===== src/sv/obb_trigger_enter_exit_tracker_assert.svh =====
// assertion macros shared by the tracker rtl
`ifndef OBB_TRIGGER_ENTER_EXIT_TRACKER_ASSERT_SVH
`define OBB_TRIGGER_ENTER_EXIT_TRACKER_ASSERT_SVH

// same-cycle implication, checked out of reset
`define OBBT_ASSERT(lbl, ante, cons) \
    lbl: assert property (@(posedge clk) disable iff (!rst_n) (ante) |-> (cons)) \
        else $error("obbt check failed");

// next-cycle implication, checked out of reset
`define OBBT_ASSERT_NEXT(lbl, ante, cons) \
    lbl: assert property (@(posedge clk) disable iff (!rst_n) (ante) |=> (cons)) \
        else $error("obbt check failed");

`endif


===== src/sv/obbt_pkg.sv =====
// shared constants, types and tables of the trigger tracker
`default_nettype none
package obbt_pkg;

    localparam int MAX_TRACKED_BODIES = 16;
    localparam int ID_W      = 32;
    localparam int COORD_W   = 24;
    localparam int HALF_W    = 23;
    localparam int ANG_W     = 48;
    localparam int CFG_W     = 48;
    localparam int CFG_IDX_W = 3;
    localparam int EV_W      = 3;
    localparam int Q_W       = 18;
    localparam int D_W       = COORD_W + 1;

    localparam logic signed [Q_W-1:0] Q16_ONE = 18'sd65536;

    typedef logic signed [Q_W-1:0] q16_t;
    typedef q16_t mat_t [9];

    typedef enum logic [1:0] {
        OP_PLAYER    = 2'd0,
        OP_ABSENT    = 2'd1,
        OP_BODY      = 2'd2,
        OP_FRAME_END = 2'd3
    } op_t;

    localparam logic [EV_W-1:0] EV_PLAYER_ENTER = 3'd0;
    localparam logic [EV_W-1:0] EV_PLAYER_EXIT  = 3'd1;
    localparam logic [EV_W-1:0] EV_PLAYER_STAY  = 3'd2;
    localparam logic [EV_W-1:0] EV_BODY_ENTER   = 3'd3;
    localparam logic [EV_W-1:0] EV_BODY_STAY    = 3'd4;
    localparam logic [EV_W-1:0] EV_BODY_EXIT    = 3'd5;

    localparam logic [CFG_IDX_W-1:0] REG_CENTER_X = 3'd0;
    localparam logic [CFG_IDX_W-1:0] REG_CENTER_Y = 3'd1;
    localparam logic [CFG_IDX_W-1:0] REG_CENTER_Z = 3'd2;
    localparam logic [CFG_IDX_W-1:0] REG_HALF_X   = 3'd3;
    localparam logic [CFG_IDX_W-1:0] REG_HALF_Y   = 3'd4;
    localparam logic [CFG_IDX_W-1:0] REG_HALF_Z   = 3'd5;
    localparam logic [CFG_IDX_W-1:0] REG_EULER    = 3'd6;

    // broadcast command to every table cell
    typedef struct packed {
        logic [ID_W-1:0] id;
        logic            upd;
        logic            any_hit;
        logic            step;
    } cell_cmd_t;

    // signals passed from one cell to the next
    typedef struct packed {
        logic            hit;
        logic            free;
        logic            tok;
        logic            tok_seen;
        logic            pend;
        logic            due;
        logic [ID_W-1:0] handle;
    } cell_link_t;

    // cordic arc table, 2^32 per turn
    function automatic logic [29:0] arc_angle(input logic [3:0] idx);
        logic [29:0] v;
        case (idx)
            4'd0:    v = 30'd536870912;
            4'd1:    v = 30'd316933406;
            4'd2:    v = 30'd167458907;
            4'd3:    v = 30'd85004756;
            4'd4:    v = 30'd42667331;
            4'd5:    v = 30'd21354465;
            4'd6:    v = 30'd10679838;
            4'd7:    v = 30'd5340245;
            4'd8:    v = 30'd2670163;
            4'd9:    v = 30'd1335087;
            4'd10:   v = 30'd667544;
            4'd11:   v = 30'd333772;
            4'd12:   v = 30'd166886;
            4'd13:   v = 30'd83443;
            4'd14:   v = 30'd41722;
            default: v = 30'd20861;
        endcase
        return v;
    endfunction

endpackage
`default_nettype wire


===== src/sv/obbt_box.sv =====
// point in oriented box test, nine products on one multiplier
`default_nettype none
module obbt_box
(
    input  logic                               clk,
    input  logic                               rst_n,
    input  logic                               start,
    input  logic signed [obbt_pkg::COORD_W-1:0] px,
    input  logic signed [obbt_pkg::COORD_W-1:0] py,
    input  logic signed [obbt_pkg::COORD_W-1:0] pz,
    input  logic signed [obbt_pkg::COORD_W-1:0] cx,
    input  logic signed [obbt_pkg::COORD_W-1:0] cy,
    input  logic signed [obbt_pkg::COORD_W-1:0] cz,
    input  logic [obbt_pkg::HALF_W-1:0]        hx,
    input  logic [obbt_pkg::HALF_W-1:0]        hy,
    input  logic [obbt_pkg::HALF_W-1:0]        hz,
    input  obbt_pkg::mat_t                     mat,
    output logic                               done,
    output logic                               holds
);
    import obbt_pkg::*;

    logic signed [D_W-1:0] d_reg [3];
    logic                  run_reg;
    logic [1:0]            i_reg, j_reg;
    logic                  pv_reg, plast_reg;
    logic [1:0]            pj_reg;
    logic signed [42:0]    prod_reg;
    logic signed [44:0]    acc_reg;
    logic                  fail_reg, done_reg, holds_reg;

    logic [3:0]            m_idx;
    logic signed [44:0]    sum;
    logic [HALF_W-1:0]     h_sel;
    logic signed [44:0]    h_w;
    logic                  ok;

    assign m_idx = {1'b0, i_reg, 1'b0} + {2'b0, i_reg} + {2'b0, j_reg};
    assign sum   = acc_reg + {{2{prod_reg[42]}}, prod_reg};

    always_comb
    begin
        case (pj_reg)
            2'd0:    h_sel = hx;
            2'd1:    h_sel = hy;
            default: h_sel = hz;
        endcase
        h_w = $signed({6'b0, h_sel, 16'b0});
        ok  = !(sum > h_w) && !(sum < -h_w);
    end

    always_ff @(posedge clk or negedge rst_n)
    begin
        if (!rst_n)
        begin
            run_reg    <= 1'b0;
            i_reg      <= '0;
            j_reg      <= '0;
            pv_reg     <= 1'b0;
            fail_reg   <= 1'b0;
            done_reg   <= 1'b0;
            holds_reg  <= 1'b0;
        end
        else
        begin
            done_reg <= 1'b0;
            pv_reg   <= run_reg;
            if (start)
            begin
                run_reg  <= 1'b1;
                i_reg    <= '0;
                j_reg    <= '0;
                fail_reg <= 1'b0;
            end
            else if (run_reg)
            begin
                if (i_reg == 2'd2)
                begin
                    i_reg <= '0;
                    j_reg <= j_reg + 2'd1;
                    if (j_reg == 2'd2)
                    begin
                        run_reg <= 1'b0;
                    end
                end
                else
                begin
                    i_reg <= i_reg + 2'd1;
                end
            end
            if (pv_reg && plast_reg)
            begin
                if (pj_reg == 2'd2)
                begin
                    done_reg  <= 1'b1;
                    holds_reg <= !fail_reg && ok;
                end
                else
                begin
                    fail_reg <= fail_reg || !ok;
                end
            end
        end
    end

    always_ff @(posedge clk)
    begin
        if (start)
        begin
            d_reg[0] <= {px[COORD_W-1], px} - {cx[COORD_W-1], cx};
            d_reg[1] <= {py[COORD_W-1], py} - {cy[COORD_W-1], cy};
            d_reg[2] <= {pz[COORD_W-1], pz} - {cz[COORD_W-1], cz};
            acc_reg  <= '0;
        end
        else if (pv_reg)
        begin
            acc_reg <= plast_reg ? '0 : sum;
        end
        prod_reg  <= mat[m_idx] * d_reg[i_reg];
        plast_reg <= (i_reg == 2'd2);
        pj_reg    <= j_reg;
    end

    assign done  = done_reg;
    assign holds = holds_reg;

endmodule
`default_nettype wire


===== config.mk =====
export PLATFORM = sky130hd
export DESIGN_NAME = obbt_box
export DESIGN_NICKNAME = d
export VERILOG_FILES = /design/src/sv/obb_trigger_enter_exit_tracker_assert.svh /design/src/sv/obbt_pkg.sv /design/src/sv/obbt_box.sv
export SDC_FILE = /design/constraint.sdc
export NUM_CORES = 2
export LEC_CHECK = 0
export BUFFER_PORTS_ARGS = -buffer_cell sky130_fd_sc_hd__buf_2
export CORE_UTILIZATION = 40
export CTS_CLUSTER_SIZE = 30
export DETAILED_ROUTE_END_ITERATION = 12
export SLEW_MARGIN = 20
export SYNTH_ARGS = -nofsm -noshare
export SYNTH_HDL_FRONTEND = slang
export SYNTH_SLANG_ARGS = --single-unit

===== constraint.sdc =====
create_clock -name clk -period 16.4 [get_ports clk]
set_clock_uncertainty 0.15 [all_clocks]
set_input_delay 3.28 -clock clk [delete_from_list [all_inputs] [get_ports clk]]
set_output_delay 3.28 -clock clk [all_outputs]
set_load 0.005 [all_outputs]

# Word-level counts from Yosys, hierarchy flattened
# Memory sizes are Yosys's and may differ from the RTL's.
# Cells that the tools add are included.
# op_classes
n_eq_ne	4
n_div	0
magnitude_cmp	3
n_mul	1
shift	0
addsub	9
n_mux	22
n_reduce_logical	13
bitwise_logic	1
# op_table
op	n
$sub 24x24->25	3
$bmux 18 s4	1
$pmux 23 s2	1
$add 45x45->45	1
$gt 45x40->1	1
$lt 45x45->1	1
$mux 45	1
$neg 39->45	1
$mul 18x25->43	1
$mux 18	2
$mux 2	6
$mux 1	11
$eq 2x2->1 const B	3
$ge 5x5->1 const B	1
$not 4->5	1
$add 2x1->2 const B	2
$add 3x2->4	1
$add 4x2->4	1
$logic_not 1->1	4
$reduce_and 2->1	2
$reduce_bool 2->1	2
$logic_and 1x1->1	3
$eq 2x1->1 const B	1
$logic_not 2->1	1
$logic_or 1x1->1	1
# totals
wordCells	65
ram_bits	75
latchBits	0
mem_bits_ro	0
n_memories	1
reg_bits	100
# memory_table
name	words	width	rd	rd_clocked_by_memory_dff	wr	line	source
d_reg	3	25	1	0	3	obbt_box.sv:23	logic signed [D_W-1:0] d_reg [3];

# Logic depth before layout (Yosys ltp)
# logic_depth
ltp_word	10
ltp_mapped	39
depth_no_buf	35

# Least setup slack after synthesis
# Ideal clock, no wire load.
# synth_path
kind	in2reg
startpoint	in mat[33] (netlist bit)
endpoint	reg prod_reg[41]
stages	25
t_arrival_ns	9.895
path_buffers	1
slack_ns	6.235
setup_time_ns	0.120
required_ns	16.130
path_cell_list	mux4_2 -> mux2i_1 -> nor2_1 -> a21oi_1 -> clkbuf_1 -> nand2b_1 -> fa_1 -> fa_1 -> inv_1 -> fa_1 -> fa_1 -> fa_1 -> inv_1 -> fa_1 -> inv_1 -> ha_1 -> o21a_1 -> o211ai_1 -> nor2_1 -> o221ai_1 -> o31ai_1 -> or3_1 -> a41oi_1 -> a211oi_1 -> a211o_1
# synth_between
elab_chain_cells	4
# synth_rtl
item	line	source
from (decl)	obbt_box.sv:17	input obbt_pkg::mat_t mat,
$bmux 18 s4	obbt_box.sv:119	prod_reg <= mat[m_idx] * d_reg[i_reg];
$mux 18 (implied by the code) (2 in series)	obbt_box.sv:119	
$mul 18x25->43	obbt_box.sv:119	
to (signal assigned)	obbt_box.sv:119	
to (decl)	obbt_box.sv:28	logic signed [42:0] prod_reg;
# No other way between the ends. The select of a mux whose other input is x is not followed.
# A chain may end at the register's enable or synchronous reset.

# Final worst setup path
# layout_path
startpoint	reg i_reg[1]
endpoint	reg prod_reg[41]
# layout_between
elab_chain_cells	7
elab_cells_between_ends	8
classes_between	add/sub (2); mul (1); mux (3); bitwise (1); memory (1)
# layout_rtl
item	line	source
from (decl)	obbt_box.sv:25	logic [1:0] i_reg, j_reg;
from (signal assigned)	obbt_box.sv:88	i_reg <= i_reg + 2'd1;
$add 3x2->4	obbt_box.sv:38	assign m_idx = {1'b0, i_reg, 1'b0} + {2'b0, i_reg} + {2'b0, j_reg};
$add 4x2->4	obbt_box.sv:38	
$not 4->5 (implied by the code)	obbt_box.sv:119	
$bmux 18 s4	obbt_box.sv:119	
$mux 18 (implied by the code) (2 in series)	obbt_box.sv:119	
$mul 18x25->43 *	obbt_box.sv:119	
# Every way passes the cells marked *; elsewhere a longest branch is shown, timed or not. The select of a mux whose other input is x is not followed.

==> metrics.md <==
| Metric | Value |
|---|---|
| Worst reg-to-reg setup slack | 5.80 ns |
| Cell types with the largest area share after synthesis | fa_1 (29%), ha_1 (11%), inv_1 (7.6%) |
| Number of clock sinks seen by CTS | 175 |
| Count of synthesis-stage warnings from yosys | 0 |
| Flip-flop cell with the highest count after synthesis | dfxtp_1 |
| Sum of buffers and inverters on the critical path | 8 |
| Vias in the first global route | 25,840 |
| Ratio of routed vias to standard cells | 5.11 |
| Max layer used | met4 |
| Total congestion overflow | 0 |
| # H-tree levels | 4 |
| Die span in y | 280 um |
| Root Buffer Master | clkbuf_16 |
| Yosys top cell area share | 0.289 |
| Type of the worst setup path | flop to flop |
| Share of the clock period used by the worst path | 0.646 |
| Maximum count of clock buffers along a single path | 2 |
| Setup repair after global routing missed its margin | false |
| Site row count | 101 |
| Worst slew pin tran | 1.06 ns |
| Cell type group with the largest total delay on the critical path | adder cells |
| Flip-flop count of the largest register after layout | 75 |
| Sum of routed wire segments on met1 | 39.1 mm |
| Number of slew-limit violations in the final report | 0 |
| Number of gates resized after CTS | 0 |
| HPWL after detailed placement | 71.5 mm |
| Detailed-route via count | 25,020 |
| Dominant cell by count in the synthesized netlist | inv_1 |
| Worst path most repeated cell | fa_1 |
| Final routed wirelength across all metal layers | 84.4 mm |
| Max Fclk | 94.3 MHz |
| Synthesized-area fraction occupied by xor and xnor cells | 0.0446 |
| Hold violation total from the final report | 0 |
| Wire length of the first global-routing pass | 137 mm |
| Library cell with the largest summed area after synthesis | fa_1 |
| Number of nets at the end of the flow | 4,958 |
| Share of final-layout standard cells stronger than drive strength 1 | 0.141 |
| Crit path capture | prod_reg[41] |
| Post-CTS Setup Bufs | 0 |
| Data arrival, critical path | 10.82 ns |
| Cells after synthesis | 3,533 |
| Min Tclk post-route | 10.60 ns |
| TritonCTS clock tree | yes |
| Slowest stage delay, CP | 0.81 ns |
| Drc violations | 0 |
| Starting utilization of the core area | 0.406 |
| Count of distinct cell types in the synthesized netlist | 101 |
| Flop and latch count out of synthesis | 175 |
| Number of DRC markers in iteration 0 | 1,388 |
| Most used standard cells in the synthesized netlist | inv_1 (629), fa_1 (447), nand2_1 (399) |
| Type of the most critical hold path | flop to flop |
| Worst slew margin | 0.286 |
| Die extent in x | 280 um |
| Count of TritonRoute iterations in the first routing pass | 5 |
| Area share of fa/ha/maj cells after synthesis | 0.402 |
| Filler Cell Count | 7,650 |
| Placeable core region | 0.0763 mm^2 |
| Multi-input combinational cell area | 0.0239 mm^2 |
| Remaining number of nets flagged by the antenna check after routing | 0 |
| Sequential cell area in the final layout | 0.00430 mm^2 |
| Total global-route track usage | 0.221 |
| Total of max-cap violations | 0 |
| Area growth, synth to finish | 11.8% |
| CTS clk-pin slew, worst paths | 0.08 ns |
| Simple-gate portion of the synthesized area | 0.144 |
| Die Outline Area | 0.0787 mm^2 |
| Outcome | finished clean |
| Synth Area in Compound Gates | 0.127 |
| EDFF count, synth | 75 |
| Critical path origin | i_reg[1] |
| Setup-failing EPs final | 0 |
| Combinational family with the most area after synthesis | adder cells |
| Async S/R FF share, synth | 0.0514 |
| Routed len/inst | 17.2 um |
| Placer's final routability congestion estimate | 0.904 |
| Mean instance size in the synthesized netlist | 8.78 um^2 |
| Highest fanout seen on the critical path | 73 |
| Maximum number of pins on one net before global-route repair | 74 |
| Amount of wire on met3 after detailed routing | 5.49 mm |
| Clock latency at the later pin of the worst-skew pair | 0.49 ns |
| Depth of the worst register-to-register path | 32 |
| Fraction of the yosys area taken by sequential cells | 0.139 |
| Number of antenna violations at the first check in global routing | 0 |
| Required time worst endpoint | 16.62 ns |
| Reg2Reg Capture Point | prod_reg[41] |
| Number of hold-repair buffers added at the cts stage | 0 |
| Clock buffer count from CTS | 17 |
| Number of nets in the synthesized netlist | 4,640 |
| IO Pins | 380 |
| Number of logic stages on the critical path including buffering | 32 |
| Routed length on met2 | 38.9 mm |
| Setup TNS | 0 ns |
| Nature of the critical path startpoint | flop |
| Worst r2r src | i_reg[1] |
| Multiplexer area fraction after synthesis | 0.0503 |
| Slowest CP cell | fa_1 |
| Sort of element at the end of the critical path | flop |
| # port buffers | 379 |
| Post-Synthesis Cell Area | 0.0310 mm^2 |
-- how the worst min path moves through the flow --
stage / from / to / slack, ns / cells past startpoint
after floorplan: run_reg / pv_reg / 0.20 / 0
after global placement: acc_reg[22] / acc_reg[22] / 0.30 / 2
after detailed placement: acc_reg[26] / acc_reg[26] / 0.31 / 2
after CTS: acc_reg[26] / acc_reg[26] / 0.33 / 2
after global routing: acc_reg[26] / acc_reg[26] / 0.35 / 2
final: acc_reg[26] / acc_reg[26] / 0.32 / 2
-- final cells by class --
cell class,instances,area share
Tap cell,1030,0.0372
Timing Repair Buffer,426,0.0649
Antenna cell,1,0.0000721
Multi-Input combinational cell,2601,0.688
Clock inverter,15,0.00559
Sequential cell,175,0.124
Inverter,630,0.0682
Clock buffer,17,0.0123
-- layer usage --
| metal | vias up | track usage |
|---|---|---|
| li1 | 12133 | - |
| met1 | 12050 | 0.305 |
| met2 | 773 | 0.367 |
| met3 | 64 | 0.0359 |
| met4 | 0 | 0.0430 |
| met5 | - | 0 |
-- cells by family (layout without fill, tap and decap cells) --
kind of cell,Yosys count,after routing
XOR/XNOR,158,158
adder cells (fa/ha/maj),729,729
AO/OA/AOI/OAI,604,604
AND/OR/NAND/NOR,1000,1000
buffers and inverters,757,1088
flip-flops,175,175
multiplexers,110,110
other,0,1
-- worst reg2reg max path: cells and delay by family (launching register included) --
kind | cells | cell delay (ns)
adders and majority gates | 10 | 5.17
AOI/OAI and AO/OA | 8 | 1.99
and+or+nand+nor | 6 | 1.72
buffers and inverters | 8 | 1.13
DFF | 1 | 0.34
-- stage by stage --
stage	hold slack, ns	area (um^2)	std cells	setup slack, ns	utilization
floorplan	0.202	31000	3533	6.24	-
global placement	0.304	34100	4862	5.59	0.446
detailed placement	0.314	34100	4862	5.48	0.446
CTS	0.326	34700	4894	5.44	0.454
global route	0.350	34700	4894	4.95	0.454
finish	0.321	34700	4895	5.80	0.454
-- layout by cell type, fill, tap and decap left out, types with 71 or more instances in the layout --
cell type	netlist	final
o21ai_0	91	83
fa_1	447	447
a21oi_1	169	166
edfxtp_1	75	75
dfxtp_1	91	90
buf_2	12	378
mux2i_1	71	71
xnor2_1	108	108
inv_1	629	629
nor2_1	310	308
nand2_1	399	399
ha_1	282	281
Power is not shown: default switching activity piles up to over one toggle a cycle in this logic, so the estimate is an artifact.
