### config.mk
export PLATFORM = sky130hd
export DESIGN_NAME = obbt_cell
export DESIGN_NICKNAME = d
export VERILOG_FILES = /design/src/sv/obb_trigger_enter_exit_tracker_assert.svh /design/src/sv/obbt_pkg.sv /design/src/sv/obbt_cell.sv
export SDC_FILE = /design/constraint.sdc
export NUM_CORES = 1
export LEC_CHECK = 0
export BUFFER_PORTS_ARGS = -buffer_cell sky130_fd_sc_hd__buf_2
export CAP_MARGIN = 40
export CORE_ASPECT_RATIO = 0.9
export CORE_UTILIZATION = 46
export CTS_CLUSTER_SIZE = 20
export DETAILED_ROUTE_END_ITERATION = 7
export PLACE_DENSITY = 0.86
export SKIP_LAST_GASP = 1
export SLEW_MARGIN = 0
export SYNTH_ARGS = -nofsm -noshare
export SYNTH_HDL_FRONTEND = slang
export SYNTH_SLANG_ARGS = --single-unit
export TNS_END_PERCENT = 20
### constraint.sdc
create_clock -name clk -period 7.1 [get_ports clk]
set_input_delay 0.71 -clock clk [delete_from_list [all_inputs] [get_ports clk]]
set_output_delay 0.71 -clock clk [all_outputs]
set_load 0.1 [all_outputs]
### src/sv/obb_trigger_enter_exit_tracker_assert.svh
// assertion macros shared by the tracker rtl
`ifndef OBB_TRIGGER_ENTER_EXIT_TRACKER_ASSERT_SVH
`define OBB_TRIGGER_ENTER_EXIT_TRACKER_ASSERT_SVH

// same-cycle implication, checked out of reset
`define OBBT_ASSERT(lbl, ante, cons) \
    lbl: assert property (@(posedge clk) disable iff (!rst_n) (ante) |-> (cons)) \
        else $error("obbt check failed");

// next-cycle implication, checked out of reset
`define OBBT_ASSERT_NEXT(lbl, ante, cons) \
    lbl: assert property (@(posedge clk) disable iff (!rst_n) (ante) |=> (cons)) \
        else $error("obbt check failed");

`endif

### src/sv/obbt_pkg.sv
// shared constants, types and tables of the trigger tracker
`default_nettype none
package obbt_pkg;

    localparam int MAX_TRACKED_BODIES = 16;
    localparam int ID_W      = 32;
    localparam int COORD_W   = 24;
    localparam int HALF_W    = 23;
    localparam int ANG_W     = 48;
    localparam int CFG_W     = 48;
    localparam int CFG_IDX_W = 3;
    localparam int EV_W      = 3;
    localparam int Q_W       = 18;
    localparam int D_W       = COORD_W + 1;

    localparam logic signed [Q_W-1:0] Q16_ONE = 18'sd65536;

    typedef logic signed [Q_W-1:0] q16_t;
    typedef q16_t mat_t [9];

    typedef enum logic [1:0] {
        OP_PLAYER    = 2'd0,
        OP_ABSENT    = 2'd1,
        OP_BODY      = 2'd2,
        OP_FRAME_END = 2'd3
    } op_t;

    localparam logic [EV_W-1:0] EV_PLAYER_ENTER = 3'd0;
    localparam logic [EV_W-1:0] EV_PLAYER_EXIT  = 3'd1;
    localparam logic [EV_W-1:0] EV_PLAYER_STAY  = 3'd2;
    localparam logic [EV_W-1:0] EV_BODY_ENTER   = 3'd3;
    localparam logic [EV_W-1:0] EV_BODY_STAY    = 3'd4;
    localparam logic [EV_W-1:0] EV_BODY_EXIT    = 3'd5;

    localparam logic [CFG_IDX_W-1:0] REG_CENTER_X = 3'd0;
    localparam logic [CFG_IDX_W-1:0] REG_CENTER_Y = 3'd1;
    localparam logic [CFG_IDX_W-1:0] REG_CENTER_Z = 3'd2;
    localparam logic [CFG_IDX_W-1:0] REG_HALF_X   = 3'd3;
    localparam logic [CFG_IDX_W-1:0] REG_HALF_Y   = 3'd4;
    localparam logic [CFG_IDX_W-1:0] REG_HALF_Z   = 3'd5;
    localparam logic [CFG_IDX_W-1:0] REG_EULER    = 3'd6;

    // broadcast command to every table cell
    typedef struct packed {
        logic [ID_W-1:0] id;
        logic            upd;
        logic            any_hit;
        logic            step;
    } cell_cmd_t;

    // signals passed from one cell to the next
    typedef struct packed {
        logic            hit;
        logic            free;
        logic            tok;
        logic            tok_seen;
        logic            pend;
        logic            due;
        logic [ID_W-1:0] handle;
    } cell_link_t;

    // cordic arc table, 2^32 per turn
    function automatic logic [29:0] arc_angle(input logic [3:0] idx);
        logic [29:0] v;
        case (idx)
            4'd0:    v = 30'd536870912;
            4'd1:    v = 30'd316933406;
            4'd2:    v = 30'd167458907;
            4'd3:    v = 30'd85004756;
            4'd4:    v = 30'd42667331;
            4'd5:    v = 30'd21354465;
            4'd6:    v = 30'd10679838;
            4'd7:    v = 30'd5340245;
            4'd8:    v = 30'd2670163;
            4'd9:    v = 30'd1335087;
            4'd10:   v = 30'd667544;
            4'd11:   v = 30'd333772;
            4'd12:   v = 30'd166886;
            4'd13:   v = 30'd83443;
            4'd14:   v = 30'd41722;
            default: v = 30'd20861;
        endcase
        return v;
    endfunction

endpackage
`default_nettype wire

### src/sv/obbt_cell.sv
// one slot of the body table, linked to its neighbors
`default_nettype none
module obbt_cell
(
    input  logic                   clk,
    input  logic                   rst_n,
    input  obbt_pkg::cell_cmd_t    cmd,
    input  obbt_pkg::cell_link_t   link_in,
    output obbt_pkg::cell_link_t   link_out
);
    import obbt_pkg::*;

    logic            valid_reg;
    logic            seen_reg;
    logic            tok_reg;
    logic [ID_W-1:0] handle_reg;
    logic            mine_hit;
    logic            first_hit;
    logic            first_free;
    logic            claim;
    logic            due;

    assign mine_hit   = valid_reg && (handle_reg == cmd.id);
    assign first_hit  = mine_hit && !link_in.hit;
    assign first_free = !valid_reg && !link_in.free;
    assign claim      = cmd.upd && !cmd.any_hit && first_free;
    assign due        = valid_reg && !seen_reg;

    always_ff @(posedge clk or negedge rst_n)
    begin
        if (!rst_n)
        begin
            valid_reg <= 1'b0;
            seen_reg  <= 1'b0;
            tok_reg   <= 1'b0;
        end
        else if (cmd.step)
        begin
            tok_reg <= link_in.tok;
            // token leaving: retire if unseen, clear seen
            if (tok_reg)
            begin
                seen_reg <= 1'b0;
                if (due)
                begin
                    valid_reg <= 1'b0;
                end
            end
        end
        else if (cmd.upd)
        begin
            if (first_hit)
            begin
                seen_reg <= 1'b1;
            end
            else if (claim)
            begin
                valid_reg <= 1'b1;
                seen_reg  <= 1'b1;
            end
        end
    end

    always_ff @(posedge clk)
    begin
        if (claim)
        begin
            handle_reg <= cmd.id;
        end
    end

    assign link_out.hit      = link_in.hit || mine_hit;
    assign link_out.free     = link_in.free || !valid_reg;
    assign link_out.tok      = tok_reg;
    assign link_out.tok_seen = link_in.tok_seen || tok_reg;
    assign link_out.pend     = link_in.pend || (due && link_in.tok_seen);
    assign link_out.due      = link_in.due || (tok_reg && due);
    assign link_out.handle   = link_in.handle | (tok_reg ? handle_reg : '0);

endmodule
`default_nettype wire

==> Word-level counts from Yosys, hierarchy flattened <==
Index checks and enable logic that the tools add are counted.
{ "op_classes": {"n_eq_ne": 4, "muxes": 11, "bitwise": 1, "reduce_logical": 23} }
{ "op_table": {"columns": ["cell", "n"], "rows": [
  ["32-bit == test", 1],
  ["32-bit 2-to-1 mux", 1],
  ["32-bit OR", 1],
  ["1-bit 2-to-1 mux", 10],
  ["1-bit logical AND", 8],
  ["1-bit zero test", 5],
  ["1-bit logical OR", 5],
  ["5-bit AND reduction", 1],
  ["2-bit by 1-bit != test with 1-bit output (second input constant)", 2],
  ["2-bit nonzero test", 2],
  ["3-bit AND reduction", 1],
  ["3-bit nonzero test", 1],
  ["2-bit != test (second input constant)", 1]
]} }
{ "word_totals": {"reg_bits": 35, "input_bits": 75, "output_inout_bits": 38, "wordCells": 43} }

==> Longest topological paths before layout <==
Gate-level depths: netlist (run 1).
{ "logic_depth": {"word_depth": 7, "depth_mapped": 5, "depth_no_buf": 5} }

==> Worst setup path after synthesis (run 1) <==
No wires, ideal clock.
{ "synth_timing": {"kind": "input port to flip-flop", "start": "input port cmd[1] (netlist name)", "end": "register handle_reg[0], enable pin", "setup_ns": 0.445, "arrival_ns": 2.685, "t_required_ns": 6.655, "setup_slack_ns": 3.969, "stages": 1, "n_path_buf": 0, "path_cell_list": "nor4b_2"} }
{ "synth_via": {"elab_chain_cells": 3} }
{ "synth_rtl": {"columns": ["item", "line", "rtl"], "rows": [
  ["from (decl)", "obbt_cell.sv:7", "input obbt_pkg::cell_cmd_t cmd,"],
  ["1-bit zero test", "obbt_cell.sv:26", "assign claim = cmd.upd && !cmd.any_hit && first_free;"],
  ["1-bit logical AND (2 in series)", "obbt_cell.sv:26", null],
  ["to (signal assigned)", "obbt_cell.sv:68", "handle_reg <= cmd.id;"],
  ["to (decl)", "obbt_cell.sv:16", "logic [ID_W-1:0] handle_reg;"]
]} }
Every way passes these cells.
A chain may end at the register's enable or synchronous reset.

==> results.sh, run 1 <==
export IMPL_synth_top_cell_area_share_pct=53.86
export IMPL_setup_viol=0
export IMPL_grt_pass1_vias=1290
export IMPL_ys_seq_area_share_pct=58.06
export IMPL_synth_edf_count=32
export IMPL_p_sw_mw=0.2224
export IMPL_routed_wl_um=3954
export IMPL_core_area_mm2=0.003705
export IMPL_post_cts_resized=0
export IMPL_slew_headroom_pct=63.48
export IMPL_ioPinCount=113
export IMPL_post_route_period_util_pct=39.89
export IMPL_cts_num_sinks=35
export IMPL_routabilityCongestion=0.7168
export IMPL_worst_pin_slew_ns=0.5478
export IMPL_num_nets_final=332
export IMPL_clk_path_buf_depth=2
export IMPL_r2r_cells=2
export IMPL_drc=0
export IMPL_via_count=1530
export IMPL_area_growth_pct=41.80
export IMPL_cts_inserted_buffers=5
export IMPL_first_iter_violations=133
export IMPL_r2r_start="valid_reg"
export IMPL_cap_violations=0
export IMPL_yosysMostFrequentCell="a21o_1"
export IMPL_finalSetupTns_ns=0
export IMPL_seq_power_share_pct=40.0
export IMPL_drv_slew=0
export IMPL_status="finished, final reports clean"
export IMPL_holdBufCountCts=0
export IMPL_power_density_mw_per_mm2=240.0
export IMPL_synth_main_ff_cell="edfxtp_1"
export IMPL_clkPwrFrac_pct=28.5
export IMPL_ys_top_cells_by_area="edfxtp_1 54%, a21o_1 14%, xnor2_1 13%"
export IMPL_hold_class="in -> async"
export IMPL_finalCriticalPeriod_ns=2.832
export IMPL_cp_slowest_stage_delay_ns=0.42
export IMPL_crit_slowest_cell="buf_2"
export IMPL_avgSynthCellArea_um2=12.65
export IMPL_dieArea_mm2=0.004132
export IMPL_switching_share_pct=36.63
export IMPL_rr_endpoint="handle_reg[16]"
export IMPL_rsz0062_at_grt="no"
export IMPL_clock_latency_ns=0.28
export IMPL_reg2reg_slack_ns=5.56
export IMPL_crit_top_cell="buf_2"
export IMPL_final_antenna_net_count=0
export IMPL_cts_max_level=2
export IMPL_critPathMaxFanout=2
export IMPL_ys_types=23
export IMPL_netlist_area_mm2=0.001784
export IMPL_leakage_nw=1.177
export IMPL_worstPathArrival_ns=2.12
export IMPL_grt_max_degree=35
export IMPL_largest_reg_flops=32
export IMPL_grt_antenna_before_repair=0
export IMPL_vias_per_cell=5.050
export IMPL_ys_top_cells_by_count="33 x a21o_1, 32 x edfxtp_1, 27 x xnor2_1, 6 x nand4_1"
export IMPL_worstPathCellList="buf_2 -> xnor2_1 -> o2111ai_1 -> nor4_1 -> nand4_1 -> nand2b_1 -> buf_2"
export IMPL_postSynthCellCount=141
export IMPL_grt_pass1_wl_um=5623
export IMPL_max_freq_mhz=353.1
export IMPL_synth_seq_cells=35
export IMPL_wl_per_cell_um=13.05
export IMPL_cts_tree="built"
export IMPL_vdd_drop_max_mv=0.1334
export IMPL_drive_above_1_share_pct=48.64
export IMPL_hold_viol=0
export IMPL_clk_pin_slew_worst_paths_ns=0.07
export IMPL_async_flop_share_pct=8.571
export IMPL_post_cts_setup_buffers=0
export IMPL_post_dp_hpwl_um=3126
export IMPL_end_kind="output pin"
export IMPL_fin_skew_ns=0.004306
export IMPL_die_h_um=61.09
export IMPL_track_usage_pct=19.19
export IMPL_p_int_mw=0.3848
export IMPL_grt_overflow=0
export IMPL_die_width_um=67.65
export IMPL_start_util_pct=48.16
export IMPL_yosys_warnings=0
export IMPL_dr_pass1_iters=4
export IMPL_n_antenna_cell=0
export IMPL_hold_slack_ns=0.2093
export IMPL_crit_type="in -> out"
export IMPL_syn_num_nets=216
export IMPL_fp_row_count=21
export IMPL_required_ns=6.39
export IMPL_synth_top_area_cell="edfxtp_1"
export IMPL_power_frac_comb_pct=31.4
export IMPL_portBuffers=112
export IMPL_cts_root_buf="clkbuf_8"
export IMPL_startpoint_type="primary input"
==> power by group through the flow <==
stage	clock network (mW)	registers, mW	logic [mW]
3_5_place_dp	0	0.248	0.191
3_3_place_gp	0	0.250	0.184
5_1_grt	0.184	0.244	0.200
4_1_cts	0.174	0.243	0.192
2_1_floorplan	0	0.244	0.149
6_report	0.173	0.243	0.191
==> cell type report <==
type	count	area [um2]
fill	270	1175
sequential	35	1036
multi-input combinational	96	715.7
timing repair buffer	114	595.6
clock buffer	5	68.82
tap	46	57.56
clock inverter	2	37.54
inverter	5	18.77
==> cells by family (layout without fill, tap and decap cells) <==
group | after synthesis | in the layout | share of synthesized area [%]
AOI/OAI and AO/OA | 42 | 42 | 17.11
xor gates and xnor gates | 28 | 28 | 14.17
buffers and inverters | 10 | 126 | 2.314
DFF | 35 | 35 | 58.06
and+or+nand+nor | 26 | 26 | 8.345
==> worst max path at each step <==
stage	from	to	slack, ns	cells after the start
after floorplan	cmd[1]	handle_reg[0]	3.97	1
final	cmd[24]	link_out[37]	4.27	7
after global routing	cmd[19]	link_out[37]	4.15	7
after CTS	cmd[13]	link_out[37]	4.30	7
after global placement	cmd[13]	link_out[37]	4.31	7
after detailed placement	cmd[13]	link_out[37]	4.30	7
==> worst max-delay path: cells and delay by family <==
| kind | cells | cell delay (ns) |
|---|---|---|
| xor+xnor | 1 | 0.20 |
| compound gates | 1 | 0.14 |
| buf+inv | 2 | 0.53 |
| simple gates | 3 | 0.54 |
==> per-layer routing <==
metal | vias up | global-route usage, % | routed length (um)
met1 | 694 | 24.36 | 1594
met4 | 0 | 9.119 | 73
met5 | - | 0 | 0
met2 | 81 | 30.98 | 1975
met3 | 7 | 4.815 | 310
li1 | 748 | - | -
==> metrics by stage <==
stage          cell area (um2)  worst slack (ns)  instances  total power, mW  utilization [%]
2_1_floorplan             1784             3.969        141           0.3930                -
3_3_place_gp              2396             4.306        295           0.4333            64.67
3_5_place_dp              2424             4.297        296           0.4387            65.42
4_1_cts                   2530             4.296        303           0.6092            68.29
5_1_grt                   2530             4.147        303           0.6288            68.29
6_report                  2530             4.268        303           0.6072            68.29
==> cell usage in the layout (no fill, tap or decap) <==
master	count
nor2b_1	1
nand4_1	6
nand2_1	3
a21o_1	33
a21oi_1	2
buf_2	112
o2111ai_1	1
clkinvlp_4	1
nor2_1	5
nand3_1	2
bufinv_16	1
or2_2	1
buf_16	1
nor4b_4	1
clkbuf_8	5
inv_1	5
buf_4	1
a222oi_1	1
nor4_1	2
o21ai_1	1
xnor2_1	27
a21o_2	1
o21ai_0	3
nand2b_1	5
xnor2_2	1
dfrtp_1	3
edfxtp_1	32
Note: power is estimated with default switching activity, not from simulation.
==> run 2: changes to the inputs <==
CORE_UTILIZATION = 38   (was 46)
PLACE_DENSITY = 0.76   (was 0.86)
clock period = 2.5 ns   (was 7.1 ns; I/O delays follow)
==> run 2 against run 1 <==
Against the previous run: clock skew up 0.0011 ns; worst hold slack got worse by 0.036 ns; highest routed layer unchanged; wire length increased by 0.66%; clock power up 120%; first-iteration DRC count down 60%; register-to-register slack got worse by 4.6 ns; non-clock buffer count is 1 higher.
==> results.sh, run 2 (synthesis gave the netlist of run 1 again) <==
export IMPL_r2r_start="valid_reg"
export IMPL_routabilityCongestion=0.7042
export IMPL_via_count=1488
export IMPL_cts_max_level=2
export IMPL_fin_skew_ns=0.005424
export IMPL_clock_latency_ns=0.27
export IMPL_fp_row_count=23
export IMPL_slew_headroom_pct=67.48
export IMPL_drv_slew=0
export IMPL_num_nets_final=333
export IMPL_final_cell_mix="112 x buf_2, 33 x a21o_1, 32 x edfxtp_1, 27 x xnor2_1, 6 x nand4_1"
export IMPL_leakage_nw=1.163
export IMPL_post_dp_hpwl_um=3066
export IMPL_critPathMaxFanout=2
export IMPL_core_area_mm2=0.004489
export IMPL_hold_class="in -> reg"
export IMPL_post_route_period_util_pct=90.94
export IMPL_first_iter_violations=53
export IMPL_cts_inserted_buffers=5
export IMPL_cp_slowest_stage_delay_ns=0.42
export IMPL_final_antenna_net_count=0
export IMPL_end_kind="output pin"
export IMPL_hold_path_startpoint="cmd[5]"
export IMPL_worst_pin_slew_ns=0.4911
export IMPL_area_growth_pct=40.88
export IMPL_power_mw=1.611
export IMPL_portBuffers=112
export IMPL_crit_family="simple AND/OR/NAND/NOR gates"
export IMPL_cts_root_buf="clkbuf_8"
export IMPL_max_freq_mhz=439.9
export IMPL_vdd_drop_max_mv=0.4052
export IMPL_die_h_um=67.01
export IMPL_track_usage_pct=15.73
export IMPL_power_density_mw_per_mm2=640.9
export IMPL_startpoint_type="flip-flop"
export IMPL_rsz0062_at_grt="no"
export IMPL_die_width_um=74.23
export IMPL_start_util_pct=39.74
export IMPL_largest_reg_flops=32
export IMPL_drive_above_1_share_pct=47.49
export IMPL_finalSetupTns_ns=0
export IMPL_clk_path_buf_depth=2
export IMPL_cts_tree="built"
export IMPL_cap_violations=0
export IMPL_worstPathArrival_ns=2.02
export IMPL_grt_overflow=0
export IMPL_required_ns=2.25
export IMPL_grt_max_degree=37
export IMPL_crit_buf_inv=1
export IMPL_post_cts_setup_buffers=0
export IMPL_vias_per_cell=4.636
export IMPL_critPathLaunch="handle_reg[30]"
export IMPL_crit_slowest_cell="buf_2"
export IMPL_grt_pass1_wl_um=5740
export IMPL_setup_viol=0
export IMPL_clk_pin_slew_worst_paths_ns=0.07
export IMPL_finalCriticalPeriod_ns=2.273
export IMPL_status="finished, final reports clean"
export IMPL_cts_num_sinks=35
export IMPL_hold_viol=0
export IMPL_crit_type="reg -> out"
export IMPL_ioPinCount=113
export IMPL_n_fill_cell=405
export IMPL_wl_per_cell_um=12.40
export IMPL_worstPathCellList="xnor2_1 -> nand4_1 -> nor4_1 -> nand4_1 -> nand2b_1 -> buf_2"
export IMPL_n_antenna_cell=0
export IMPL_routed_wl_um=3980
export IMPL_grt_antenna_before_repair=0
export IMPL_drc=0
export IMPL_dr_pass1_iters=4
export IMPL_crit_top_cell="nand4_1"
export IMPL_dieArea_mm2=0.004974
export IMPL_grt_pass1_vias=1325
export IMPL_final_common_cell="buf_2"
## run 2: changes by cell type in the layout (fill, tap and decap cells not counted), sizes merged
cell,previous run,this run
clkbuf,5,8
bufinv,1,0
clkinvlp,1,0
dlygate4sd3,0,1
## run 2: timing repair
action | CTS | global route
endpoints found under the hold margin | 3 | 0
resized for setup | 0 | 0
hold buffers | 1 | 0
## run 2: layout make-up
type / instances / area (um2) / share of cell area, %
inverters: 5 / 18.77 / 0.7466
multi-input cells: 96 / 715.7 / 28.47
repair buffers: 115 / 585.6 / 23.30
clock buffers: 8 / 80.08 / 3.186
well taps: 62 / 77.57 / 3.086
flip-flops and latches: 35 / 1036 / 41.21
## run 2: path summary, 6_finish.rpt
path                            endpoint  slack, ns  depth (start not counted)
max                         link_out[37]       0.23                          6
min                        handle_reg[2]       0.17                          1
max reg2reg                     seen_reg       0.91                          6
min reg2reg                     seen_reg       0.56                          2
max in group asynchronous       seen_reg       2.10                          2
min in group asynchronous        tok_reg       0.29                          2
## run 2: report_power, final
part	switching, mW	internal [mW]
sequential	0.0173	0.666
clock	0.186	0.198
combinational	0.413	0.131
total	0.616	0.995
## run 2: per-stage QoR
stage                     cells  instance area [um2]  hold slack (ns)  setup slack, ns  utilization, %
after floorplan             141                 1793         -0.04559           0.4298               -
after detailed placement    312                 2424          0.05153           0.4963           53.99
after global placement      312                 2424          0.05104           0.5003           53.99
after global routing        321                 2514           0.1603          0.08666           55.99
final                       321                 2514           0.1730           0.2266           55.99
after CTS                   321                 2514           0.1619           0.1881           55.99
## run 2: worst register-to-register path, cell delays in order (launching register included)
cell,delay (ns)
dfrtp_1,0.48
nor4b_4,0.30
buf_4,0.42
nor2_1,0.11
nor2_1,0.10
a21oi_1,0.05
o21ai_1,0.07
## run 2: layer usage
layer | share of wire (%) | up-vias | global-route usage (%)
li1 | - | 750 | -
met1 | 46 | 660 | 19.92
met2 | 46 | 73 | 25.34
met3 | 7.2 | 5 | 3.782
met4 | 1.2 | 0 | 7.075
met5 | 0 | - | 0
