[config.mk]
export PLATFORM = sky130hd
export DESIGN_NAME = obbt_rotor
export DESIGN_NICKNAME = d
export VERILOG_FILES = /design/src/sv/obb_trigger_enter_exit_tracker_assert.svh /design/src/sv/obbt_pkg.sv /design/src/sv/obbt_rotor.sv
export SDC_FILE = /design/constraint.sdc
export NUM_CORES = 2
export LEC_CHECK = 0
export ABC_AREA = 1
export BUFFER_PORTS_ARGS = -buffer_cell sky130_fd_sc_hd__clkbuf_2
export CAP_MARGIN = 20
export CORE_MARGIN = 4
export CORE_UTILIZATION = 45
export CTS_CLUSTER_SIZE = 12
export DETAILED_ROUTE_END_ITERATION = 6
export MAX_ROUTING_LAYER = met4
export PLACE_DENSITY_LB_ADDON = 0.2
export SLEW_MARGIN = 20
export SYNTH_ARGS = -nofsm -noshare
export SYNTH_HDL_FRONTEND = slang
export SYNTH_SLANG_ARGS = --single-unit
[constraint.sdc]
create_clock -name clk -period 12.8 [get_ports clk]
set_input_delay 2.56 -clock clk [delete_from_list [all_inputs] [get_ports clk]]
set_output_delay 2.56 -clock clk [all_outputs]
set_load 0.005 [all_outputs]
[src/sv/obb_trigger_enter_exit_tracker_assert.svh]
// assertion macros shared by the tracker rtl
`ifndef OBB_TRIGGER_ENTER_EXIT_TRACKER_ASSERT_SVH
`define OBB_TRIGGER_ENTER_EXIT_TRACKER_ASSERT_SVH

// same-cycle implication, checked out of reset
`define OBBT_ASSERT(lbl, ante, cons) \
    lbl: assert property (@(posedge clk) disable iff (!rst_n) (ante) |-> (cons)) \
        else $error("obbt check failed");

// next-cycle implication, checked out of reset
`define OBBT_ASSERT_NEXT(lbl, ante, cons) \
    lbl: assert property (@(posedge clk) disable iff (!rst_n) (ante) |=> (cons)) \
        else $error("obbt check failed");

`endif

[src/sv/obbt_pkg.sv]
// shared constants, types and tables of the trigger tracker
`default_nettype none
package obbt_pkg;

    localparam int MAX_TRACKED_BODIES = 16;
    localparam int ID_W      = 32;
    localparam int COORD_W   = 24;
    localparam int HALF_W    = 23;
    localparam int ANG_W     = 48;
    localparam int CFG_W     = 48;
    localparam int CFG_IDX_W = 3;
    localparam int EV_W      = 3;
    localparam int Q_W       = 18;
    localparam int D_W       = COORD_W + 1;

    localparam logic signed [Q_W-1:0] Q16_ONE = 18'sd65536;

    typedef logic signed [Q_W-1:0] q16_t;
    typedef q16_t mat_t [9];

    typedef enum logic [1:0] {
        OP_PLAYER    = 2'd0,
        OP_ABSENT    = 2'd1,
        OP_BODY      = 2'd2,
        OP_FRAME_END = 2'd3
    } op_t;

    localparam logic [EV_W-1:0] EV_PLAYER_ENTER = 3'd0;
    localparam logic [EV_W-1:0] EV_PLAYER_EXIT  = 3'd1;
    localparam logic [EV_W-1:0] EV_PLAYER_STAY  = 3'd2;
    localparam logic [EV_W-1:0] EV_BODY_ENTER   = 3'd3;
    localparam logic [EV_W-1:0] EV_BODY_STAY    = 3'd4;
    localparam logic [EV_W-1:0] EV_BODY_EXIT    = 3'd5;

    localparam logic [CFG_IDX_W-1:0] REG_CENTER_X = 3'd0;
    localparam logic [CFG_IDX_W-1:0] REG_CENTER_Y = 3'd1;
    localparam logic [CFG_IDX_W-1:0] REG_CENTER_Z = 3'd2;
    localparam logic [CFG_IDX_W-1:0] REG_HALF_X   = 3'd3;
    localparam logic [CFG_IDX_W-1:0] REG_HALF_Y   = 3'd4;
    localparam logic [CFG_IDX_W-1:0] REG_HALF_Z   = 3'd5;
    localparam logic [CFG_IDX_W-1:0] REG_EULER    = 3'd6;

    // broadcast command to every table cell
    typedef struct packed {
        logic [ID_W-1:0] id;
        logic            upd;
        logic            any_hit;
        logic            step;
    } cell_cmd_t;

    // signals passed from one cell to the next
    typedef struct packed {
        logic            hit;
        logic            free;
        logic            tok;
        logic            tok_seen;
        logic            pend;
        logic            due;
        logic [ID_W-1:0] handle;
    } cell_link_t;

    // cordic arc table, 2^32 per turn
    function automatic logic [29:0] arc_angle(input logic [3:0] idx);
        logic [29:0] v;
        case (idx)
            4'd0:    v = 30'd536870912;
            4'd1:    v = 30'd316933406;
            4'd2:    v = 30'd167458907;
            4'd3:    v = 30'd85004756;
            4'd4:    v = 30'd42667331;
            4'd5:    v = 30'd21354465;
            4'd6:    v = 30'd10679838;
            4'd7:    v = 30'd5340245;
            4'd8:    v = 30'd2670163;
            4'd9:    v = 30'd1335087;
            4'd10:   v = 30'd667544;
            4'd11:   v = 30'd333772;
            4'd12:   v = 30'd166886;
            4'd13:   v = 30'd83443;
            4'd14:   v = 30'd41722;
            default: v = 30'd20861;
        endcase
        return v;
    endfunction

endpackage
`default_nettype wire

[src/sv/obbt_rotor.sv]
// rotation matrix from euler angles: shared cordic then shared multiplier
`default_nettype none
module obbt_rotor
(
    input  logic                      clk,
    input  logic                      rst_n,
    input  logic                      start,
    input  logic [obbt_pkg::ANG_W-1:0] angles,
    output logic                      busy,
    output obbt_pkg::mat_t            mat
);
    import obbt_pkg::*;

    typedef enum logic [3:0] {
        RT_IDLE   = 4'b0001,
        RT_CORDIC = 4'b0010,
        RT_MUL    = 4'b0100,
        RT_SUM    = 4'b1000
    } rt_state_t;

    localparam logic signed [32:0] X0 = 33'sd652032874;

    rt_state_t          state_reg;
    logic [ANG_W-1:0]   angles_reg;
    logic [1:0]         ang_sel_reg;
    logic [3:0]         iter_reg;
    logic [3:0]         step_reg;
    logic signed [32:0] x_reg, y_reg, z_reg;
    q16_t               trig_reg [6];
    q16_t               prod_reg [14];
    q16_t               mat_reg  [9];

    logic [15:0]        ang_cur;
    logic [29:0]        r_cur;
    logic signed [32:0] x_in, y_in, z_in, x_next, y_next, z_next, arc;
    logic signed [32:0] x_rnd, y_rnd;
    q16_t               c_v, s_v, co_v, si_v, op_a, op_b;
    logic signed [35:0] prod_full;
    logic signed [35:0] prod_rnd;

    function automatic q16_t clamp_q(input logic signed [18:0] v);
        q16_t res;
        if (v > 19'sd65536)
            res = Q16_ONE;
        else if (v < -19'sd65536)
            res = -Q16_ONE;
        else
            res = v[Q_W-1:0];
        return res;
    endfunction

    always_comb
    begin
        case (ang_sel_reg)
            2'd0:    ang_cur = angles_reg[47:32];
            2'd1:    ang_cur = angles_reg[31:16];
            default: ang_cur = angles_reg[15:0];
        endcase
    end

    assign r_cur = {ang_cur[13:0], 16'b0};
    assign x_in  = (iter_reg == 4'd0) ? X0 : x_reg;
    assign y_in  = (iter_reg == 4'd0) ? 33'sd0 : y_reg;
    assign z_in  = (iter_reg == 4'd0) ? $signed({3'b0, r_cur}) : z_reg;
    assign arc   = $signed({3'b0, arc_angle(iter_reg)});

    always_comb
    begin
        if (!z_in[32])
        begin
            x_next = x_in - (y_in >>> iter_reg);
            y_next = y_in + (x_in >>> iter_reg);
            z_next = z_in - arc;
        end
        else
        begin
            x_next = x_in + (y_in >>> iter_reg);
            y_next = y_in - (x_in >>> iter_reg);
            z_next = z_in + arc;
        end
        x_rnd = (x_next + 33'sd8192) >>> 14;
        y_rnd = (y_next + 33'sd8192) >>> 14;
        if (r_cur == '0)
        begin
            c_v = Q16_ONE;
            s_v = '0;
        end
        else
        begin
            c_v = clamp_q(x_rnd[18:0]);
            s_v = clamp_q(y_rnd[18:0]);
        end
        unique case (ang_cur[15:14])
            2'd0:    begin co_v = c_v;  si_v = s_v;  end
            2'd1:    begin co_v = -s_v; si_v = c_v;  end
            2'd2:    begin co_v = -c_v; si_v = -s_v; end
            default: begin co_v = s_v;  si_v = -c_v; end
        endcase
    end

    // operand schedule: trig order cy sy cx sx cz sz
    always_comb
    begin
        case (step_reg)
            4'd0:    begin op_a = trig_reg[1]; op_b = trig_reg[3]; end
            4'd1:    begin op_a = trig_reg[0]; op_b = trig_reg[3]; end
            4'd2:    begin op_a = trig_reg[0]; op_b = trig_reg[4]; end
            4'd3:    begin op_a = prod_reg[0]; op_b = trig_reg[5]; end
            4'd4:    begin op_a = prod_reg[0]; op_b = trig_reg[4]; end
            4'd5:    begin op_a = trig_reg[0]; op_b = trig_reg[5]; end
            4'd6:    begin op_a = trig_reg[1]; op_b = trig_reg[2]; end
            4'd7:    begin op_a = trig_reg[2]; op_b = trig_reg[5]; end
            4'd8:    begin op_a = trig_reg[2]; op_b = trig_reg[4]; end
            4'd9:    begin op_a = prod_reg[1]; op_b = trig_reg[5]; end
            4'd10:   begin op_a = trig_reg[1]; op_b = trig_reg[4]; end
            4'd11:   begin op_a = trig_reg[1]; op_b = trig_reg[5]; end
            4'd12:   begin op_a = prod_reg[1]; op_b = trig_reg[4]; end
            default: begin op_a = trig_reg[0]; op_b = trig_reg[2]; end
        endcase
        prod_full = op_a * op_b;
        prod_rnd  = (prod_full + 36'sd32768) >>> 16;
    end

    always_ff @(posedge clk or negedge rst_n)
    begin
        if (!rst_n)
        begin
            state_reg   <= RT_IDLE;
            ang_sel_reg <= '0;
            iter_reg    <= '0;
            step_reg    <= '0;
            for (int k = 0; k < 9; k++)
            begin
                mat_reg[k] <= (k == 0 || k == 4 || k == 8) ? Q16_ONE : '0;
            end
        end
        else
        begin
            unique case (state_reg)
                RT_IDLE:
                begin
                    if (start)
                    begin
                        state_reg   <= RT_CORDIC;
                        ang_sel_reg <= '0;
                        iter_reg    <= '0;
                    end
                end
                RT_CORDIC:
                begin
                    iter_reg <= iter_reg + 4'd1;
                    if (iter_reg == 4'd15)
                    begin
                        if (ang_sel_reg == 2'd2)
                        begin
                            state_reg <= RT_MUL;
                            step_reg  <= '0;
                        end
                        else
                        begin
                            ang_sel_reg <= ang_sel_reg + 2'd1;
                        end
                    end
                end
                RT_MUL:
                begin
                    step_reg <= step_reg + 4'd1;
                    if (step_reg == 4'd13)
                    begin
                        state_reg <= RT_SUM;
                    end
                end
                RT_SUM:
                begin
                    state_reg  <= RT_IDLE;
                    mat_reg[0] <= clamp_q({prod_reg[2][17], prod_reg[2]}
                                          + {prod_reg[3][17], prod_reg[3]});
                    mat_reg[1] <= clamp_q({prod_reg[4][17], prod_reg[4]}
                                          - {prod_reg[5][17], prod_reg[5]});
                    mat_reg[2] <= prod_reg[6];
                    mat_reg[3] <= prod_reg[7];
                    mat_reg[4] <= prod_reg[8];
                    mat_reg[5] <= -trig_reg[3];
                    mat_reg[6] <= clamp_q({prod_reg[9][17], prod_reg[9]}
                                          - {prod_reg[10][17], prod_reg[10]});
                    mat_reg[7] <= clamp_q({prod_reg[11][17], prod_reg[11]}
                                          + {prod_reg[12][17], prod_reg[12]});
                    mat_reg[8] <= prod_reg[13];
                end
                default:
                begin
                    state_reg <= RT_IDLE;
                end
            endcase
        end
    end

    always_ff @(posedge clk)
    begin
        if (state_reg == RT_IDLE && start)
        begin
            angles_reg <= angles;
        end
        if (state_reg == RT_CORDIC)
        begin
            x_reg <= x_next;
            y_reg <= y_next;
            z_reg <= z_next;
            if (iter_reg == 4'd15)
            begin
                trig_reg[{ang_sel_reg, 1'b0}] <= co_v;
                trig_reg[{ang_sel_reg, 1'b1}] <= si_v;
            end
        end
        if (state_reg == RT_MUL)
        begin
            prod_reg[step_reg] <= prod_rnd[Q_W-1:0];
        end
    end

    assign busy = (state_reg != RT_IDLE);
    assign mat  = mat_reg;

endmodule
`default_nettype wire

; After elaboration in Yosys (flattened, before gate mapping)
; Memory sizes are Yosys's and may differ from the RTL's. A register that Yosys moved wholly into a read port is not among the register bits.
; Index checks and enable logic that the tools add are counted.
[op_classes]
eq_ne = 28
n_mux = 44
n_addsub = 19
magnitude_cmp = 12
bitwise_logic = 0
shifts = 2
mul = 1
reduce_logical = 23
div = 0
[op_table]
columns = cell, n
row1 = two-way mux 18 bit, 14
row2 = two-way mux 33 bit, 6
row3 = one-hot mux 18 bit (3 select lines), 3
row4 = greater-than comparator 19 x 18 -> 1 bit (second input constant), 6
row5 = < comparator 19 x 17 -> 1 bit (second input constant), 6
row6 = one-hot mux 18 bit (4 select lines), 1
row7 = adder 33 x 15 -> 33 bit (second input constant), 2
row8 = adder 33 bit, 2
row9 = >>> shifter 33 x 4 -> 33 bit, 2
row10 = subtractor 33 bit, 2
row11 = negation 18 bit, 3
row12 = adder 18 x 18 -> 19 bit, 2
row13 = subtractor 18 x 18 -> 19 bit, 2
row14 = adder 34 x 17 -> 34 bit (second input constant), 1
row15 = multiplier 18 x 18 -> 34 bit, 1
row16 = adder 33 x 31 -> 33 bit, 1
row17 = subtractor 33 x 31 -> 33 bit, 1
row18 = equality test 4 bit (second input constant), 8
row19 = one-hot mux 16 bit (2 select lines), 1
row20 = logical NOT 30 bit, 1
row21 = two-way mux 4 bit, 7
row22 = equality test 4 x 3 -> 1 bit (second input constant), 5
row23 = one-hot mux 4 bit (2 select lines), 2
row24 = equality test 4 x 2 -> 1 bit (second input constant), 3
row25 = 22 further kinds, 47
[word_totals]
out_inout_bits = 163
mem_count = 3
wordCells = 145
rom_bits = 480
latch_bits = 0
regBits = 251
ramBits = 360
inputBits = 51
[memory_table]
columns = memory, depth, word_bits, read_ports, rd_clocked_by_memory_dff, wr, line_no
row1 = (no name shown), 16, 30, 1, 0, 0, obbt_pkg.sv:65  ; case (idx)
row2 = prod_reg, 14, 18, 14, 4, 1, obbt_rotor.sv:30  ; q16_t prod_reg [14];
row3 = trig_reg, 6, 18, 6, 0, 2, obbt_rotor.sv:29  ; q16_t trig_reg [6];

; Longest topological paths before layout
[logic_depth]
ltp_word = 12
depth_mapped = 60

; Least setup slack after synthesis
; Ideal clock, no wire load.
[synth_timing]
kind = register to register
from = register state_reg[3]
to = register step_reg[2]
path_slack_ps = 2302
setup_time_ps = 134
t_arrival_ps = 10364
stages_incl_launch_ff = 9
path_cell_list = dfrtp_1 nor2_1 inv_1 nor3_1 nand2_1 nor2_1 nor2_1 inv_1 o22ai_1
[synth_via]
elab_chain_cells = 3
[synth_lines]
columns = item, line_no
row1 = "start, declared", obbt_rotor.sv:23  ; rt_state_t state_reg;
row2 = "start signal, assigned", obbt_rotor.sv:128  ; state_reg <= RT_IDLE;
row3 = "start signal, assigned", obbt_rotor.sv:144  ; state_reg <= RT_CORDIC;
row4 = "start signal, assigned", obbt_rotor.sv:156  ; state_reg <= RT_MUL;
row5 = equality test 4 x 2 -> 1 bit / equality test 4 x 3 -> 1 bit (equally long branches), obbt_rotor.sv:139  ; unique case (state_reg)
row6 = != test 2 bit (no source line) / nonzero test 2 bit (equally long branches), -
row7 = AND reduction 3 bit (no source line), -
row8 = "end signal, assigned", obbt_rotor.sv:167  ; step_reg <= step_reg + 4'd1;
row9 = "end, declared", obbt_rotor.sv:27  ; logic [3:0] step_reg;
; Parallel ways exist; a longest one is shown, timed or not.
; A chain may end at the register's enable or synchronous reset.

; Final worst setup path
[layout_timing]
from = register step_reg[0]
to = memory prod_reg[9][14] (netlist name), data pin
[layout_via]
elab_chain_cells = 5
[layout_lines]
columns = item, line_no
row1 = equality test 4 bit (tied with other cells), obbt_rotor.sv:104  ; case (step_reg)
row2 = OR reduction 4 bit (no source line) (tied with other cells), -
row3 = one-hot mux 18 bit (4 select lines) / one-hot mux 18 bit (3 select lines) (equally long branches), obbt_rotor.sv:104
row4 = multiplier 18 x 18 -> 34 bit (*), obbt_rotor.sv:120  ; prod_full = op_a * op_b;
row5 = adder 34 x 17 -> 34 bit (*), obbt_rotor.sv:121  ; prod_rnd = (prod_full + 36'sd32768) >>> 16;
row6 = named net prod_rnd[14], obbt_rotor.sv:39  ; logic signed [35:0] prod_rnd;
row7 = "end, declared", obbt_rotor.sv:30
; Mark *: on every way through the listed nets, which the timed path passes. The rest lies on a longest branch.

==> flow_metrics.env <==
export IMPL_clock_latency_ns=0.69
export IMPL_viasPerCell=5.44
export IMPL_avgSynthCellArea_um2=7.81
export IMPL_grt_pass1_wl_mm=284
export IMPL_syn_nets=7807
export IMPL_portBuffers=213
export IMPL_hold_depth=2
export IMPL_rsz0062_at_grt="no"
export IMPL_drive_gt1_frac=0.0993
export IMPL_worst_pin_slew_ns=1.10
export IMPL_endpoint_kind="flip-flop"
export IMPL_clk_pin_slew_ns=0.06
export IMPL_yosys_most_used_dff="edfxtp_1"
export IMPL_hold_end="mat[11]$_DFFE_PN0N_"
export IMPL_grtUsageTotal=0.289
export IMPL_postSynthCellCount=7203
export IMPL_synthToLayoutAreaGrowth_pct=9.56
export IMPL_core_area_um2=124000
export IMPL_status="finished clean"
export IMPL_yosysUniqueCellTypes=69
export IMPL_utilization=0.497
export IMPL_drtPass1Iterations=7
export IMPL_start_util=0.454
export IMPL_worst_setup_path_start_kind="flip-flop"
export IMPL_path_max_fanout=33
export IMPL_path_class="reg2reg"
export IMPL_wl_per_cell_um=20.6
export IMPL_max_stage_delay_ns=1.10
export IMPL_yosysSeqAreaShare=0.349
export IMPL_drt_iter0_markers=5201
export IMPL_synth_async_reset_ratio=0.258
export IMPL_yosys_warnings=0
export IMPL_period_needed_ns=10.68
export IMPL_cts_sinks=683
export IMPL_num_io_pins=214
export IMPL_postRouteAntennaNets=0
export IMPL_ff2ff_setup_slack_ns=2.12
export IMPL_largest_reg_flops=252
export IMPL_die_w_um=362
export IMPL_globalplace_congestion=0.990
export IMPL_r2r_worst_path_cells=32
export IMPL_die_area_um2=131000
export IMPL_synth_edf_count=507
export IMPL_ctsHoldBuffers=0
export IMPL_tns_ns=0
export IMPL_post_cts_buffers=0
export IMPL_worst_ep_arrival_time_ns=11.02
export IMPL_vias=49200
export IMPL_ys_ff_latch=683
export IMPL_hold_class="reg2reg"
export IMPL_grt_pass1_vias=46300
export IMPL_cts_tree="yes"
export IMPL_hold_viol=0
export IMPL_htreeDepth=3
export IMPL_grt_max_degree=149
export IMPL_drc_errors=0
export IMPL_setup_violations_final=0
export IMPL_antenna_found_initial=4
export IMPL_critical_path_required_ns=13.14
export IMPL_cts_buffer_depth=3
export IMPL_relSlewSlack=0.267
export IMPL_r2r_start="step_reg[0]$_DFFE_PN0P_"
export IMPL_cp_slowest_cell="o21ai_0"
export IMPL_period_share=0.834
export IMPL_cts_buffers=78
export IMPL_max_freq_mhz=93.7
export IMPL_dp_hpwl_mm=147
export IMPL_globalRouteOverflowTotal=0
export IMPL_drv_cap=0
export IMPL_clock_skew_final_ns=0.0315
export IMPL_finalWirelength_mm=186
export IMPL_report_final_slew_viol_count=0
export IMPL_cts_root_buf="clkbuf_16"
export IMPL_final_nets=7952
export IMPL_cp_common_cell="nand2_1"
export IMPL_row_count=129
export IMPL_r2r_end="prod_reg[9][14]$_DFFE_PP_"
export IMPL_synth_area_um2=56300
export IMPL_ctsResizeCount=0
export IMPL_fp_dieH_um=362
export IMPL_min_from="prod_reg[13][11]$_DFFE_PP_"
## synth_stat cells (9+ instances only)
master | instances | area, um^2
nor2_1 | 472 | 1770
nand3b_1 | 21 | 158
a21oi_1 | 222 | 1110
inv_1 | 959 | 3600
ha_1 | 233 | 2920
nand2_2 | 82 | 513
dfrtp_1 | 172 | 4300
xnor2_1 | 79 | 692
nor3_1 | 34 | 170
buf_2 | 36 | 180
a22o_1 | 19 | 166
buf_1 | 32 | 120
fa_1 | 320 | 6410
nand2_1 | 2131 | 8000
o2111ai_1 | 13 | 114
xor2_1 | 133 | 1160
buf_6 | 15 | 169
nand3_1 | 825 | 4130
nand3_2 | 37 | 370
nor2_2 | 54 | 338
nor2_4 | 14 | 158
a21oi_2 | 10 | 87.6
o21ai_1 | 59 | 295
a221oi_1 | 9 | 78.8
o21ai_0 | 242 | 1210
inv_2 | 65 | 244
a22oi_1 | 22 | 165
o211ai_1 | 9 | 67.6
o22ai_1 | 10 | 62.6
o21bai_1 | 28 | 210
nand4_1 | 88 | 551
edfxtp_1 | 507 | 15200
clkinv_1 | 13 | 48.8
or2_2 | 9 | 56.3
nor4_1 | 15 | 93.8
clkbuf_1 | 127 | 477
## worst max-delay path by stage
stage                                  start                          to  cells after the start
floorplan           state_reg[3]$_DFFE_PN0P_     step_reg[2]$_DFFE_PN0P_                      8
global placement     step_reg[0]$_DFFE_PN0P_   prod_reg[9][14]$_DFFE_PP_                     32
detailed placement   step_reg[0]$_DFFE_PN0P_  prod_reg[13][14]$_DFFE_PP_                     32
CTS                  step_reg[0]$_DFFE_PN0P_  prod_reg[10][14]$_DFFE_PP_                     37
global route         step_reg[2]$_DFFE_PN0P_   prod_reg[9][14]$_DFFE_PP_                     33
finish               step_reg[0]$_DFFE_PN0P_   prod_reg[9][14]$_DFFE_PP_                     32
## stage by stage
stage	instance area (um^2)	setup WS (ns)	std cells	hold WS (ns)
floorplan	56300	2.30	7203	0.425
global placement	59100	2.45	8902	0.429
detailed placement	59100	2.32	8903	0.431
CTS	61600	2.29	9044	0.441
global route	61600	1.47	9046	0.460
finish	61700	2.12	9049	0.438
## kinds of logic (layout without fill, tap and decap cells)
kind of cell	count (synthesis)	after routing	synth area share
buffers and inverters	1255	1461	0.0874
XOR/XNOR	212	212	0.0330
flip-flops	683	683	0.349
AO/OA/AOI/OAI	691	691	0.0708
other	0	3	0
adder cells (fa/ha/maj)	553	553	0.166
AND/OR/NAND/NOR	3809	3809	0.294
## critical path, delay by kind of cell, from the launching register on
kind / cells / cell delay (ns)
AO/OA/AOI/OAI: 8 / 2.97
XOR/XNOR: 1 / 0.71
adder cells (fa/ha/maj): 8 / 3.15
buffers and inverters: 5 / 0.91
flip-flops: 1 / 0.43
AND/OR/NAND/NOR: 10 / 2.14
## metal layers
metal	GRT usage	vias up	share of wire
li1	-	23600	-
met1	0.406	23600	0.45
met2	0.443	1808	0.45
met3	0.0436	258	0.077
met4	0.0687	0	0.025
met5	-	-	0
## area by class of cell
type	count	area, um^2
clock buffer	111	2140
multi-input combinational	5265	31900
antenna	3	7.51
sequential	683	19600
clock inverter	30	350
timing repair buffer	282	1630
inverter	1038	3900
fill	12200	62300
tap	1637	2050
## placed cells by master, fill, tap and decap left out, types with 66 or more instances in the layout
cell type  instances
a21oi_1          222
dfrtp_1          168
inv_1            957
fa_1             320
nand4_1           88
edfxtp_1         507
clkbuf_16         79
buf_4             66
o21ai_0          238
xnor2_1           76
xor2_1           119
nand3_1          825
ha_1             233
inv_2             67
nand2_2           82
nor2_1           466
nand2_1         2131
clkbuf_2         212
Power is not shown: default switching activity piles up to over one toggle a cycle in this logic, so the estimate is an artifact.
